`src/rtl/core/bal_pkg.sv`:
```
// Shared widths, defaults and codes for the bounded array list.
package bal_pkg;

    localparam int CAPACITY_DEF   = 16;
    localparam int WORD_WIDTH_DEF = 32;

    localparam int OPCODE_W   = 3;
    localparam int VALUE_W    = 32;
    localparam int POSITION_W = 4;
    localparam int STATUS_W   = 2;
    localparam int COUNT_W    = 5;

    typedef enum logic [OPCODE_W-1:0] {
        OP_PUSH_FRONT = 3'd0,
        OP_PUSH_BACK  = 3'd1,
        OP_POP_BACK   = 3'd2,
        OP_POP_FRONT  = 3'd3,
        OP_UPDATE     = 3'd4
    } opcode_t;

    typedef enum logic [STATUS_W-1:0] {
        STAT_OK     = 2'd0,
        STAT_FULL   = 2'd1,
        STAT_EMPTY  = 2'd2,
        STAT_BADPOS = 2'd3
    } status_t;

endpackage

```
`src/rtl/core/bal_if.sv`:
```
// Valid/ready channel interfaces for list commands and list responses.
interface bal_cmd_if import bal_pkg::*; ();
    logic                         valid;
    logic                         ready;
    logic [OPCODE_W-1:0]          opcode;
    logic signed [VALUE_W-1:0]    value;
    logic [POSITION_W-1:0]        position;

    modport source (output valid, opcode, value, position, input ready);
    modport sink   (input valid, opcode, value, position, output ready);
endinterface

interface bal_rsp_if import bal_pkg::*; ();
    logic                         valid;
    logic                         ready;
    logic [STATUS_W-1:0]          status;
    logic signed [VALUE_W-1:0]    popped;
    logic [COUNT_W-1:0]           count;

    modport source (output valid, status, popped, count, input ready);
    modport sink   (input valid, status, popped, count, output ready);
endinterface

```
`src/rtl/core/bounded_array_list_core.sv`:
```
// Bounded list of signed words kept in a circular memory with a front pointer.
//
//  channel | role | payload                   | one item means
//  --------+------+---------------------------+-------------------------------
//  cmd     | sink | opcode, value, position   | one list operation
//  rsp     | src  | status, popped, count     | the outcome of that operation
//
// Every operation except a successful pop back answers at once: the command is
// accepted and its response is registered at the same edge. A successful pop
// back first loads the read data register of the entry memory, and its response
// is then registered from the read state. Reset clears the entry count, front
// pointer, state and output valid; the entry memory is not cleared, and only
// entries that were written are ever read. A stalled response holds in the output
// register; a new command is taken in the cycle that the pending response leaves.
module bounded_array_list_core import bal_pkg::*; #(
    parameter int CAPACITY   = CAPACITY_DEF,
    parameter int WORD_WIDTH = WORD_WIDTH_DEF
) (
    input  logic       clk,
    input  logic       rst_n,
    bal_cmd_if.sink    cmd,
    bal_rsp_if.source  rsp
);

    // Pointer into the memory, count of held entries, and a width wide enough
    // to compare the count against the position field.
    localparam int PTR_W = $clog2(CAPACITY);
    localparam int CNT_W = $clog2(CAPACITY + 1);
    localparam int CMP_W = (CNT_W > POSITION_W) ? CNT_W : POSITION_W;

    typedef enum logic [1:0] {
        ST_IDLE = 2'b01,
        ST_READ = 2'b10
    } state_t;

    state_t                 state_reg, state_next;
    logic [CNT_W-1:0]       held_reg, held_next;
    logic [PTR_W-1:0]       front_reg, front_next;
    logic                   out_valid_reg, out_valid_next;
    logic [STATUS_W-1:0]    status_reg;
    logic signed [VALUE_W-1:0] popped_reg;
    logic [COUNT_W-1:0]     count_reg;
    logic [WORD_WIDTH-1:0]  rd_data_reg;

    // The entry store: one write or one read per cycle, registered read data.
    logic [WORD_WIDTH-1:0]  entries_mem [CAPACITY];

    logic                   accept;
    logic                   is_full;
    logic                   is_empty;
    logic [CMP_W-1:0]       held_cmp;
    logic [CMP_W-1:0]       pos_cmp;
    logic [PTR_W-1:0]       offset;
    logic [PTR_W:0]         slot_sum;
    logic [PTR_W-1:0]       slot;
    logic [PTR_W-1:0]       front_dec;
    logic [PTR_W-1:0]       front_inc;
    logic signed [63:0]     value_wide;
    logic [WORD_WIDTH-1:0]  wr_word;
    logic signed [WORD_WIDTH-1:0] rd_signed;
    logic signed [63:0]     rd_wide;
    logic                   mem_we;
    logic                   mem_re;
    logic [PTR_W-1:0]       mem_addr;
    status_t                status_d;

    // A command is taken only when no pop is waiting on the memory and the
    // output register is empty or being emptied in this cycle.
    assign cmd.ready = (state_reg == ST_IDLE) && (!out_valid_reg || rsp.ready);
    assign accept    = cmd.valid && cmd.ready;

    assign is_full  = (held_reg == CNT_W'(CAPACITY));
    assign is_empty = (held_reg == '0);
    assign held_cmp = CMP_W'(held_reg);
    assign pos_cmp  = CMP_W'(cmd.position);

    // The incoming word is sign-extended and then cut to the stored width.
    assign value_wide = 64'(cmd.value);
    assign wr_word    = value_wide[WORD_WIDTH-1:0];

    // Offset from the front for the slot that the operation touches. Each
    // choice is below CAPACITY whenever the operation goes ahead.
    always_comb
    begin
        unique case (cmd.opcode)
            OP_PUSH_BACK: offset = held_reg[PTR_W-1:0];
            OP_POP_BACK:  offset = PTR_W'(held_reg - CNT_W'(1));
            default:      offset = pos_cmp[PTR_W-1:0];
        endcase
    end

    // Circular slot index: one compare and subtract, since the sum stays
    // below twice the capacity.
    assign slot_sum = {1'b0, front_reg} + {1'b0, offset};
    assign slot     = (slot_sum >= (PTR_W + 1)'(CAPACITY))
                    ? PTR_W'(slot_sum - (PTR_W + 1)'(CAPACITY))
                    : slot_sum[PTR_W-1:0];

    assign front_dec = (front_reg == '0) ? PTR_W'(CAPACITY - 1)
                                         : PTR_W'(front_reg - PTR_W'(1));
    assign front_inc = (front_reg == PTR_W'(CAPACITY - 1)) ? '0
                                         : PTR_W'(front_reg + PTR_W'(1));

    // Decode of one command: status, new count and pointer, memory access.
    always_comb
    begin
        status_d   = STAT_OK;
        held_next  = held_reg;
        front_next = front_reg;
        mem_we     = 1'b0;
        mem_re     = 1'b0;
        mem_addr   = slot;
        if (accept)
        begin
            unique case (cmd.opcode)
                OP_PUSH_FRONT:
                begin
                    if (is_full)
                    begin
                        status_d = STAT_FULL;
                    end
                    else
                    begin
                        front_next = front_dec;
                        mem_addr   = front_dec;
                        mem_we     = 1'b1;
                        held_next  = CNT_W'(held_reg + CNT_W'(1));
                    end
                end
                OP_PUSH_BACK:
                begin
                    if (is_full)
                    begin
                        status_d = STAT_FULL;
                    end
                    else
                    begin
                        mem_we    = 1'b1;
                        held_next = CNT_W'(held_reg + CNT_W'(1));
                    end
                end
                OP_POP_BACK:
                begin
                    if (is_empty)
                    begin
                        status_d = STAT_EMPTY;
                    end
                    else
                    begin
                        mem_re    = 1'b1;
                        held_next = CNT_W'(held_reg - CNT_W'(1));
                    end
                end
                OP_POP_FRONT:
                begin
                    if (is_empty)
                    begin
                        status_d = STAT_EMPTY;
                    end
                    else
                    begin
                        front_next = front_inc;
                        held_next  = CNT_W'(held_reg - CNT_W'(1));
                    end
                end
                OP_UPDATE:
                begin
                    priority if (is_empty)
                    begin
                        status_d = STAT_EMPTY;
                    end
                    else if (pos_cmp >= held_cmp)
                    begin
                        status_d = STAT_BADPOS;
                    end
                    else
                    begin
                        mem_we = 1'b1;
                    end
                end
                default:
                begin
                    status_d = STAT_OK;
                end
            endcase
        end
    end

    // Control: a successful pop back waits in the read state for the memory read,
    // and no other command is taken meanwhile, so no access can overlap it.
    always_comb
    begin
        state_next     = state_reg;
        out_valid_next = out_valid_reg;
        unique case (state_reg)
            ST_IDLE:
            begin
                if (rsp.ready)
                begin
                    out_valid_next = 1'b0;
                end
                if (accept)
                begin
                    if (mem_re)
                    begin
                        state_next     = ST_READ;
                        out_valid_next = 1'b0;
                    end
                    else
                    begin
                        out_valid_next = 1'b1;
                    end
                end
            end
            ST_READ:
            begin
                state_next     = ST_IDLE;
                out_valid_next = 1'b1;
            end
            default:
            begin
                state_next     = ST_IDLE;
                out_valid_next = 1'b0;
            end
        endcase
    end

    always_ff @(posedge clk or negedge rst_n)
    begin
        if (!rst_n)
        begin
            state_reg     <= ST_IDLE;
            held_reg      <= '0;
            front_reg     <= '0;
            out_valid_reg <= 1'b0;
        end
        else
        begin
            state_reg     <= state_next;
            held_reg      <= held_next;
            front_reg     <= front_next;
            out_valid_reg <= out_valid_next;
        end
    end

    // Entry memory with its registered read port.
    always_ff @(posedge clk)
    begin
        if (mem_we)
        begin
            entries_mem[mem_addr] <= wr_word;
        end
        if (mem_re)
        begin
            rd_data_reg <= entries_mem[mem_addr];
        end
    end

    assign rd_signed = rd_data_reg;
    assign rd_wide   = 64'(rd_signed);

    // Response payload. Status and count are written when the command is
    // taken; a successful pop back fills in the word in the following cycle, from the read state.
    always_ff @(posedge clk)
    begin
        if (accept)
        begin
            status_reg <= status_d;
            count_reg  <= COUNT_W'(held_next);
            popped_reg <= '0;
        end
        else if (state_reg == ST_READ)
        begin
            popped_reg <= rd_wide[VALUE_W-1:0];
        end
    end

    assign rsp.valid  = out_valid_reg;
    assign rsp.status = status_reg;
    assign rsp.popped = popped_reg;
    assign rsp.count  = count_reg;

endmodule

```
`src/flat_wrapper.sv`:
```
// flat-port wrapper written by rule: the top's interface ports become plain ports
module bounded_array_list_core_flat import bal_pkg::*;
#(
    parameter int CAPACITY   = CAPACITY_DEF,
    parameter int WORD_WIDTH = WORD_WIDTH_DEF
)
  (clk, rst_n, cmd_valid, cmd_opcode, cmd_value, cmd_position, cmd_ready, rsp_valid, rsp_status, rsp_popped, rsp_count, rsp_ready);
  bal_cmd_if cmd_i ();
  bal_rsp_if rsp_i ();
  input  logic clk;
  input  logic rst_n;
  input wire logic [$bits(cmd_i.valid)-1:0] cmd_valid;
  input wire logic [$bits(cmd_i.opcode)-1:0] cmd_opcode;
  input wire logic [$bits(cmd_i.value)-1:0] cmd_value;
  input wire logic [$bits(cmd_i.position)-1:0] cmd_position;
  output wire logic [$bits(cmd_i.ready)-1:0] cmd_ready;
  output wire logic [$bits(rsp_i.valid)-1:0] rsp_valid;
  output wire logic [$bits(rsp_i.status)-1:0] rsp_status;
  output wire logic [$bits(rsp_i.popped)-1:0] rsp_popped;
  output wire logic [$bits(rsp_i.count)-1:0] rsp_count;
  input wire logic [$bits(rsp_i.ready)-1:0] rsp_ready;
  assign cmd_i.valid = cmd_valid;
  assign cmd_i.opcode = cmd_opcode;
  assign cmd_i.value = cmd_value;
  assign cmd_i.position = cmd_position;
  assign cmd_ready = cmd_i.ready;
  assign rsp_valid = rsp_i.valid;
  assign rsp_status = rsp_i.status;
  assign rsp_popped = rsp_i.popped;
  assign rsp_count = rsp_i.count;
  assign rsp_i.ready = rsp_ready;
  bounded_array_list_core #(.CAPACITY(CAPACITY), .WORD_WIDTH(WORD_WIDTH)) u_core (.clk(clk), .rst_n(rst_n), .cmd(cmd_i), .rsp(rsp_i));
endmodule
```
`config.mk`:
```
export PLATFORM = sky130hd
export DESIGN_NAME = bounded_array_list_core_flat
export DESIGN_NICKNAME = d
export VERILOG_FILES = /design/src/rtl/core/bal_pkg.sv /design/src/rtl/core/bal_if.sv /design/src/rtl/core/bounded_array_list_core.sv /design/src/flat_wrapper.sv
export SDC_FILE = /design/constraint.sdc
export NUM_CORES = 1
export LEC_CHECK = 0
export BUFFER_PORTS_ARGS = -buffer_cell sky130_fd_sc_hd__buf_2
export CAP_MARGIN = 20
export CORE_AREA = 2 2 210 212
export DETAILED_ROUTE_END_ITERATION = 10
export DIE_AREA = 0 0 212 214
export PLACE_DENSITY = 0.74
export SLEW_MARGIN = 20
export SYNTH_ARGS = -nofsm -noshare
export SYNTH_HDL_FRONTEND = slang
export SYNTH_SLANG_ARGS = --single-unit
```
`constraint.sdc`:
```
create_clock -name clk -period 6.55 [get_ports clk]
set_clock_uncertainty 0.15 [all_clocks]
set_input_delay 1.31 -clock clk [delete_from_list [all_inputs] [get_ports clk]]
set_output_delay 1.31 -clock clk [all_outputs]
set_load 0.01 [all_outputs]
```
==> run_summary.xml <==
<?xml version="1.0" encoding="UTF-8"?>
<metrics>
  <group name="pwr">
    <metric name="p_clk_share" unit="%">23.8</metric>
    <metric name="peak_supply_drop" unit="uV">595</metric>
    <metric name="static-leakage-power" unit="nW">8.80</metric>
    <metric name="share_comb_of_total_power" unit="%">41.7</metric>
    <metric name="cellPowerDensity" unit="nW/um^2">516</metric>
    <metric name="internal_power" unit="mW">8.49</metric>
    <metric name="power.share.switching" unit="%">37.6</metric>
    <metric name="overall_power" unit="mW">13.6</metric>
    <metric name="p_seq_share" unit="%">34.5</metric>
    <metric name="netSwitchingPower" unit="mW">5.12</metric>
  </group>
  <group name="yosys">
    <metric name="synth_top_area_cell" unit="">sky130_fd_sc_hd__edfxtp_1</metric>
    <metric name="yosys-top-cells-area" unit="">sky130_fd_sc_hd__edfxtp_1 71%, sky130_fd_sc_hd__mux2i_1 5.4%, sky130_fd_sc_hd__a221oi_1 4.7%</metric>
    <metric name="post_synth_instance_area" unit="sq um">23400</metric>
    <metric name="async_reset_ff_share" unit="%">2.02</metric>
    <metric name="post-synth-top-area-fraction" unit="%">70.8</metric>
    <metric name="synth.lib_cells_used.distinct" unit="">62</metric>
    <metric name="syn_area_per_cell" unit="sq um">16.2</metric>
    <metric name="postSynthRegisterBits" unit="">595</metric>
    <metric name="syn-instance-count" unit="">1439</metric>
    <metric name="mappedNetlistNets" unit="">1496</metric>
    <metric name="ys_seq_area_share" unit="%">74.8</metric>
    <metric name="ys.warnings.count" unit="">0</metric>
    <metric name="synth-edff-count" unit="">551</metric>
    <metric name="synth_top_flop_cell" unit="">sky130_fd_sc_hd__edfxtp_1</metric>
  </group>
  <group name="placed_design">
    <metric name="port-buffer-count" unit="">83</metric>
    <metric name="dpl.cell_count" unit="">2047</metric>
    <metric name="placed_area" unit="sq um">24500</metric>
    <metric name="dp_hpwl" unit="mm">29.9</metric>
    <metric name="globalplace.congestion" unit="">0.831</metric>
  </group>
  <group name="clocking">
    <metric name="htreeDepth" unit="">2</metric>
    <metric name="cts-resized-gates" unit="">0</metric>
    <metric name="cts-hold-fix-buffers" unit="">0</metric>
    <metric name="cts-root-buf" unit="">sky130_fd_sc_hd__clkbuf_16</metric>
    <metric name="tritoncts_clock_tree" unit="">built</metric>
    <metric name="cts_setup_buffers" unit="">0</metric>
    <metric name="cts_made_buffers" unit="">55</metric>
    <metric name="clkSinkCount" unit="">595</metric>
    <metric name="cts_buffer_depth" unit="">3</metric>
    <metric name="clk-insertion-delay-late" unit="ns">0.62</metric>
    <metric name="cts.clk_slew.worst_paths" unit="ns">0.06</metric>
  </group>
  <group name="critical_path">
    <metric name="crit_path_cell_trace" unit="">buf_2 -&gt; inv_1 -&gt; nand2_1 -&gt; a21oi_1 -&gt; a21oi_1 -&gt; nor2_1 -&gt; a21oi_1 -&gt; o21ai_0 -&gt; ha_1 -&gt; inv_1 -&gt; fa_1 -&gt; nand2b_1 -&gt; a21oi_2 -&gt; or2_4 -&gt; buf_4 -&gt; a221oi_1 -&gt; a21oi_1 -&gt; a32o_1</metric>
    <metric name="setup.worst_path.start_class" unit="">primary input</metric>
    <metric name="cp_max_fo" unit="">71</metric>
    <metric name="timing.setup.critical_path_class" unit="">primary input to flop</metric>
    <metric name="arr_time_crit_path" unit="ns">5.25</metric>
    <metric name="slowest_delay" unit="ns">0.80</metric>
    <metric name="timing.rr.start" unit="">u_core.held_cmp[0]</metric>
    <metric name="critical_path.reg2reg.endpoint" unit="">u_core.entries_mem[11][31]</metric>
    <metric name="critical_path.most_common_cell" unit="">sky130_fd_sc_hd__a21oi_1</metric>
    <metric name="worst_r2r_path_depth" unit="">14</metric>
    <metric name="crit_path_top_delay_cell" unit="">sky130_fd_sc_hd__or2_4</metric>
    <metric name="setup.worst_path.end_class" unit="">flop</metric>
    <metric name="worst-r2r-setup-slack" unit="ns">1.89</metric>
    <metric name="worst_ep_required" unit="ns">6.87</metric>
  </group>
  <group name="cells_and_area">
    <metric name="layout_common_cells" unit="">551 x sky130_fd_sc_hd__edfxtp_1, 126 x sky130_fd_sc_hd__mux2i_1, 125 x sky130_fd_sc_hd__a221oi_1</metric>
    <metric name="finalNonFillerCells" unit="">2152</metric>
    <metric name="finalNetCount" unit="">1576</metric>
    <metric name="largest_register_ffs" unit="">512</metric>
    <metric name="post-route-cell-area" unit="sq um">26400</metric>
    <metric name="mostFrequentLayoutCell" unit="">sky130_fd_sc_hd__edfxtp_1</metric>
    <metric name="flow.area_growth_from_synthesis" unit="%">12.9</metric>
    <metric name="drive_above_1_share" unit="%">16.2</metric>
  </group>
  <group name="floorplanning">
    <metric name="die-width" unit="um">212</metric>
    <metric name="initial_utilization" unit="%">54.5</metric>
    <metric name="die_area" unit="sq um">45400</metric>
    <metric name="ios" unit="">84</metric>
    <metric name="die_y" unit="um">214</metric>
    <metric name="floorplan.rows" unit="">76</metric>
    <metric name="floorplan.core_area" unit="sq um">42900</metric>
  </group>
  <group name="global_route">
    <metric name="grt_start_max_net_pins" unit="">131</metric>
    <metric name="grt_use_total" unit="%">24.4</metric>
    <metric name="antenna_found_initial" unit="">2</metric>
    <metric name="overflow" unit="">0</metric>
    <metric name="global_route_wire_length_before_repair" unit="mm">83.0</metric>
    <metric name="first_global_vias" unit="">13500</metric>
  </group>
  <group name="detailed_routing">
    <metric name="remaining_drc_errors" unit="">0</metric>
    <metric name="detail_route.wl_per_cell" unit="um">25.5</metric>
    <metric name="routed-via-count" unit="">13800</metric>
    <metric name="drt.antenna.violating_nets" unit="">0</metric>
    <metric name="drt_pass_1_iters" unit="">7</metric>
    <metric name="wirelength" unit="mm">54.9</metric>
    <metric name="post_drt_via_cell_ratio" unit="">6.41</metric>
    <metric name="drt_iter0_drcs" unit="">1776</metric>
  </group>
  <group name="sta">
    <metric name="slew_headroom" unit="%">35.2</metric>
    <metric name="timing.final.setup_violations" unit="">0</metric>
    <metric name="finalCritPeriodShare" unit="%">75.1</metric>
    <metric name="setup_repair_after_global_routing_missed_its_margin" unit="">no</metric>
    <metric name="max_slew_violation_count" unit="">0</metric>
    <metric name="fmaxAchievable" unit="GHz">0.203</metric>
    <metric name="worst-slew-pin-transition" unit="ns">0.972</metric>
    <metric name="min_period" unit="ns">4.92</metric>
    <metric name="finalHoldWorstSlack" unit="ns">0.334</metric>
    <metric name="final_hold_fails" unit="">0</metric>
    <metric name="setup-tns-final" unit="ns">0</metric>
  </group>
  <group name="worst_hold_path">
    <metric name="worstHoldStart" unit="">u_core.rd_data_reg[0]</metric>
    <metric name="hp-class" unit="">flop to flop</metric>
    <metric name="worst_hold_path.num_cells" unit="">2</metric>
    <metric name="holdPathEnd" unit="">u_core.rsp.popped[0]</metric>
  </group>
  <group name="status">
    <metric name="outcome" unit="">completed</metric>
  </group>
  <group name="flow_run">
    <metric name="maxCapViolCount" unit="">0</metric>
  </group>
</metrics>
## power groups by stage
stage	logic [mW]	registers (mW)	clock network [mW]
after detailed placement	5.62	4.77	0
after global routing	6.15	4.71	3.41
final	5.67	4.69	3.24
after CTS	5.65	4.69	3.28
after floorplan	4.05	4.76	0
after global placement	5.50	4.76	0
## worst max-delay path: cells and delay by family
kind                     cells  cell delay [ns]
AND/OR/NAND/NOR              4             1.10
buffers and inverters        4             0.92
adder cells (fa/ha/maj)      2             0.79
AO/OA/AOI/OAI                8             1.04
## routing by layer
metal | routed length, um | vias up | GRT usage (%)
met5 | 13 | - | 0
met3 | 5120 | 98 | 5.09
met1 | 22100 | 6970 | 34.3
li1 | - | 5992 | -
met4 | 1460 | 2 | 7.91
met2 | 26300 | 727 | 38.5
## final cells by class
| cell class | count | area [sq um] |
|---|---|---|
| sequential | 595 | 17500 |
| fill | 3071 | 16500 |
| multi-input combinational | 725 | 5430 |
| clock buffer | 78 | 1590 |
| timing repair buffer | 125 | 793 |
| tap | 585 | 732 |
| clock inverter | 26 | 268 |
| inverter | 17 | 63.8 |
| antenna | 1 | 2.50 |
## synth_stat cells, drive strengths merged (31+ instances only)
master	number
buf	61
nand3	43
clkbuf	41
a32o	31
mux2i	128
nor2	54
a21oi	56
edfxtp	551
a21o	36
o21ai	141
dfxtp	32
a221oi	125
## per-stage QoR
step	util [%]	setup slack, ns
final	61.5	1.63
after global routing	61.5	1.24
after CTS	61.5	1.68
after detailed placement	57.1	1.02
after global placement	57.1	1.06
after floorplan	-	-0.714
## how the worst max path moves through the flow
stage / from / to / slack, ns
floorplan: cmd_opcode[2] / u_core.entries_mem[13][0] / -0.71
global placement: cmd_opcode[2] / u_core.rd_data_reg[14] / 1.06
detailed placement: cmd_opcode[2] / u_core.rd_data_reg[12] / 1.02
CTS: cmd_opcode[2] / u_core.rd_data_reg[11] / 1.68
global route: cmd_opcode[2] / u_core.rd_data_reg[1] / 1.24
finish: cmd_opcode[2] / u_core.rd_data_reg[12] / 1.63
## kinds of logic (layout without fill, tap and decap cells)
kind of cell | after synthesis | in the layout | synth area share [%]
flops | 595 | 595 | 74.8
compound gates | 418 | 418 | 12.5
simple gates | 151 | 151 | 3.21
mux | 133 | 133 | 5.76
buf+inv | 119 | 246 | 2.55
fa+ha+maj | 14 | 14 | 0.782
xor+xnor | 9 | 9 | 0.337
other cells | 0 | 1 | 0
Note: power is estimated with default switching activity, not from simulation.
